File: src/rtl/life_pkg.sv
// Shared types and constants for the toroidal life grid.
// No dependencies; imported by every module of the block.
`timescale 1ns / 1ps
`default_nettype none

package life_pkg;

    localparam int GRID_WIDTH  = 64;
    localparam int GRID_HEIGHT = 64;

    localparam int COL_W  = $clog2(GRID_WIDTH);
    localparam int ROW_W  = $clog2(GRID_HEIGHT);
    // sweep step runs 0 .. GRID_HEIGHT + 2
    localparam int STEP_W = $clog2(GRID_HEIGHT + 3);

    typedef logic [GRID_WIDTH-1:0] row_bits_t;

    typedef enum logic [1:0] {
        MODE_SET = 2'd0,
        MODE_GET = 2'd1,
        MODE_ADV = 2'd2,
        MODE_NOP = 2'd3
    } mode_t;

    typedef enum logic [2:0] {
        ST_IDLE,
        ST_SET_RD,
        ST_SET_WR,
        ST_GET_RD,
        ST_ADV,
        ST_FINISH
    } state_t;

    typedef struct packed {
        logic load;     // latch the incoming transaction, rewind the sweep
        logic rd_item;  // read the addressed row
        logic wr_item;  // write back the addressed row with the cell set
        logic sweep;    // one step of the generation sweep
        logic finish;   // present the result
    } dp_cmd_t;

    typedef struct packed {
        logic sweep_last;
    } dp_status_t;

endpackage

`default_nettype wire

File: src/rtl/life_ctrl.sv
// Controller FSM for the life grid: sequences set, get and advance.
// Depends on life_pkg; drives life_dp through dp_cmd_t.
`timescale 1ns / 1ps
`default_nettype none

module life_ctrl
    import life_pkg::*;
(
    input  wire logic       clk,
    input  wire logic       rst_n,
    input  wire logic       start,
    input  wire logic [1:0] mode,
    input  wire dp_status_t status,
    output logic            busy,
    output dp_cmd_t         cmd
);

    state_t state_reg;
    state_t state_next;

    always_ff @(posedge clk or negedge rst_n)
    begin
        if (!rst_n)
        begin
            state_reg <= ST_IDLE;
        end
        else
        begin
            state_reg <= state_next;
        end
    end

    always_comb
    begin
        state_next = state_reg;
        case (state_reg)
            ST_IDLE:
            begin
                if (start)
                begin
                    case (mode_t'(mode))
                        MODE_SET: state_next = ST_SET_RD;
                        MODE_GET: state_next = ST_GET_RD;
                        MODE_ADV: state_next = ST_ADV;
                        default:  state_next = ST_FINISH;
                    endcase
                end
            end
            ST_SET_RD: state_next = ST_SET_WR;
            ST_SET_WR: state_next = ST_FINISH;
            ST_GET_RD: state_next = ST_FINISH;
            ST_ADV:
            begin
                if (status.sweep_last)
                begin
                    state_next = ST_FINISH;
                end
            end
            ST_FINISH: state_next = ST_IDLE;
            default:   state_next = ST_IDLE;
        endcase
    end

    always_comb
    begin
        cmd  = '0;
        busy = 1'b1;
        case (state_reg)
            ST_IDLE:
            begin
                busy     = 1'b0;
                cmd.load = start;
            end
            ST_SET_RD: cmd.rd_item = 1'b1;
            ST_SET_WR: cmd.wr_item = 1'b1;
            ST_GET_RD: cmd.rd_item = 1'b1;
            ST_ADV:    cmd.sweep   = 1'b1;
            ST_FINISH: cmd.finish  = 1'b1;
            default:   busy        = 1'b1;
        endcase
    end

endmodule

`default_nettype wire

File: config.mk
export PLATFORM = sky130hd
export DESIGN_NAME = life_ctrl
export DESIGN_NICKNAME = d
export VERILOG_FILES = /design/src/rtl/life_pkg.sv /design/src/rtl/life_ctrl.sv
export SDC_FILE = /design/constraint.sdc
export NUM_CORES = 1
export LEC_CHECK = 0
export ABC_AREA = 0
export BUFFER_PORTS_ARGS = -buffer_cell sky130_fd_sc_hd__buf_2
export CAP_MARGIN = 20
export CORE_AREA = 2 2 39 41
export DETAILED_ROUTE_END_ITERATION = 6
export DIE_AREA = 0 0 41 43
export HOLD_SLACK_MARGIN = 0.12
export PLACE_DENSITY = 0.43
export REMOVE_ABC_BUFFERS = 1
export SYNTH_ARGS = -nofsm -noshare
export SYNTH_HDL_FRONTEND = slang
export SYNTH_SLANG_ARGS = --single-unit
export TNS_END_PERCENT = 50
File: constraint.sdc
create_clock -name clk -period 2.6 [get_ports clk]
set_input_delay 0.52 -clock clk [delete_from_list [all_inputs] [get_ports clk]]
set_output_delay 0.52 -clock clk [all_outputs]
set_load 0.01 [all_outputs]
==> metrics.sh <==
DIE_W_UM=41
INSERTION_DELAY_NS=0.23
CLK_PIN_SLEW_NS=0.04
NUMBER_OF_CLOCK_BUFFERS_INSERTED_BY_TRITONCTS=3
SYNTH_AREA_LEADER_CELL='dfrtp_1'
REGISTER_AREA_UM2=75.07
CP-END-KIND='primary output'
GRT_SETUP_UNREPAIRED='false'
RUN_STATUS='completed'
ANTENNADIODECOUNT=0
ROWS=14
ANT_NETS=0
FINAL_CRITICAL_PERIOD_NS=1.819
POST-PLACE-CELLS=48
FINAL-INSTANCE-COUNT-EXCL-FILL=53
ANTENNA_FOUND_INITIAL=0
NUM-FILL-CELLS=160
CTS_ROOT_BUF='clkbuf_4'
GRT.OVERFLOW.TOTAL=0
CLOCK_SKEW_NS=0.0007900
ACHIEVABLE-FREQUENCY_MHz=549.6
GR-USAGE-ALL-LAYERS_PCT=6.143
POSTSYNTHCELLCOUNT=22
TIMING.SETUP.CRITICAL_PATH_CLASS='flip-flop to primary output'
HOLD_PATH.CLASS='primary input to flip-flop'
MULTI_INPUT_AREA_UM2=100.1
INITIAL_DRC_COUNT=10
DESIGN.FINAL.NETS=44
PLACE_WS_NS=1.015
NATURE_OF_THE_CRITICAL_PATH_STARTPOINT='flip-flop'
SYNTH.TOP_CELL.AREA_SHARE_PCT=37.97
POWER_PER_CELL_AREA_nW_PER_UM2=1189
GRT_PASS1_WL_UM=683
FINAL_LAYOUT_SIZE_SUFFIX_GT1_SHARE_PCT=45.95
HOLD_VIOLATIONS=0
YS_TYPES=15
YS.WARNINGS.COUNT=0
POSTROUTEWIRELENGTH_UM=483
GRT_START_MAX_NET_PINS=10
SYNTH.CELL_AREA_UM2=197.7
DRT-PASS1-ITER-COUNT=2
YOSYS_REGISTER_BITS=3
MAX_SLEW.WORST_PIN.SLEW_NS=0.2687
WORST_EP_REQUIRED_TIME_NS=2.08
SETUP_TNS_NS=0
CTS-HTREE-LEVELS=1
SETUP-VIOLATIONS-FINAL=0
LAYOUT.CELLS.MOST_COMMON_LIST='11 x buf_2, 3 x inv_1, 3 x clkbuf_4, 3 x dfrtp_1'
FINAL_GP_CONGESTION=0.5959
FINAL_MIN_PERIOD_OVER_CLOCK_PERIOD_PCT=69.98
POST_CTS_RESIZED=0
FINAL-MAX-SLEW-VIOLATION-COUNT=0
WORST-PATH-MAX-FANOUT=9
AREA_GROWTH_PCT=50.63
VIA_COUNT=198
CAP_VIOLATIONS=0
SYNTH_SEQUENTIAL_AREA_RATIO_PCT=37.97
PLACEABLECOREAREA_UM2=1384
YS_TOP_CELLS_BY_AREA='dfrtp_1 38%, a31oi_1 6.3%, nand2b_1 6.3%, nor3b_2 6.3%, buf_6 5.7%'
P_LEAK_nW=0.1501
SETUP_SLACK_NS=0.7806
IR_WORST_VDD_mV=0.3401
DP_HPWL_UM=362
TRITONCTS='yes'
DIE_HEIGHT_UM=43
PORT-BUFFER-COUNT=11
SLEW-LIMIT-HEADROOM_PCT=82.09
FIRST_GLOBAL_VIAS=169
DETAIL_ROUTE.VIAS_PER_CELL=3.736
MOST_COMMON_LIBRARY_CELL_IN_THE_LAYOUT_IGNORING_FILL_AND_TAPS='buf_2'
CLOCK_TREE_BUFFER_DEPTH=2
SYN-MEAN-INSTANCE-AREA_UM2=8.986
CP.ARRIVAL_NS=1.30
DRC=0
IOPINCOUNT=12
DESIGN.DIE.AREA_UM2=1763
LARGEST_REG_FLOPS=3
DETAIL_ROUTE.WL_PER_CELL_UM=9.113
FLOORPLAN.INITIALDENSITY_PCT=14.29
CTS_SINKS=3
## Yosys cell counts
master	count
a21oi_1	1
a31oi_1	2
buf_6	1
dfrtp_1	3
inv_1	3
nand2_1	1
nand2b_1	2
nor2_1	2
nor2_2	1
nor3_1	1
nor3b_1	1
nor3b_2	1
o2bb2ai_1	1
o31ai_1	1
or3_4	1
## final cells by class
cell class | count | area share, %
Multi-Input combinational cell | 15 | 33.61
Sequential cell | 3 | 25.21
Tap cell | 16 | 6.723
Clock buffer | 4 | 8.824
Timing Repair Buffer | 12 | 21.85
Inverter | 3 | 3.782
## worst paths after layout
check                        startpoint           end  slack, ns  cells past startpoint
setup reg to reg           state_reg[2]  state_reg[0]       1.66                      2
min in group asynchronous         rst_n  state_reg[1]       0.61                      2
hold / removal                   status  state_reg[0]       0.52                      2
setup / recovery           state_reg[2]        cmd[4]       0.78                      3
hold reg to reg            state_reg[2]  state_reg[1]       0.61                      1
max in group asynchronous         rst_n  state_reg[0]       1.89                      2
## report_power, final
part	leakage (nW)	switching (W)	internal (W)
clock network	0.0150	0.0000228	0.0000574
logic	0.0972	0.0000716	0.0000826
registers	0.0379	0.0000499	0.0000698
## critical path, stage by stage, from the launching register on
cell and delay, ns:
dfrtp_1 0.46, or3_4 0.42, nor2_2 0.07, buf_2 0.12
## through the flow
| step | area, um2 | power, W | util, % | hold WS (ns) |
|---|---|---|---|---|
| finish | 297.8 | 0.0003540 | 21.52 | 0.5176 |
| floorplan | 186.4 | 0.0002107 | - | 0.2244 |
| detailed placement | 261.5 | 0.0002772 | 18.90 | 0.3169 |
| global placement | 261.5 | 0.0002765 | 18.90 | 0.3189 |
| global route | 297.8 | 0.0003915 | 21.52 | 0.5265 |
| CTS | 297.8 | 0.0003637 | 21.52 | 0.5208 |
## what timing repair did
action / 4_1_cts / 5_1_grt
hold buffers: 1 / 0
hold endpoints to repair: 3 / 0
setup buffers: 0 / 0
## kinds of logic (layout without fill, tap and decap cells)
kind of cell	after synthesis	after routing	synth area share (%)
compound gates	5	5	17.09
buf+inv	4	19	11.39
flops	3	3	37.97
simple gates	10	10	33.54
## metal layers
| layer | track usage [%] | vias to the layer above | wire length (um) |
|---|---|---|---|
| met4 | 6.000 | 0 | 0 |
| met5 | 0 | - | 0 |
| li1 | - | 106 | - |
| met2 | 5.938 | 11 | 182 |
| met3 | 3.141 | 0 | 54 |
| met1 | 8.766 | 81 | 246 |
Note: power is estimated with default switching activity, not from simulation.
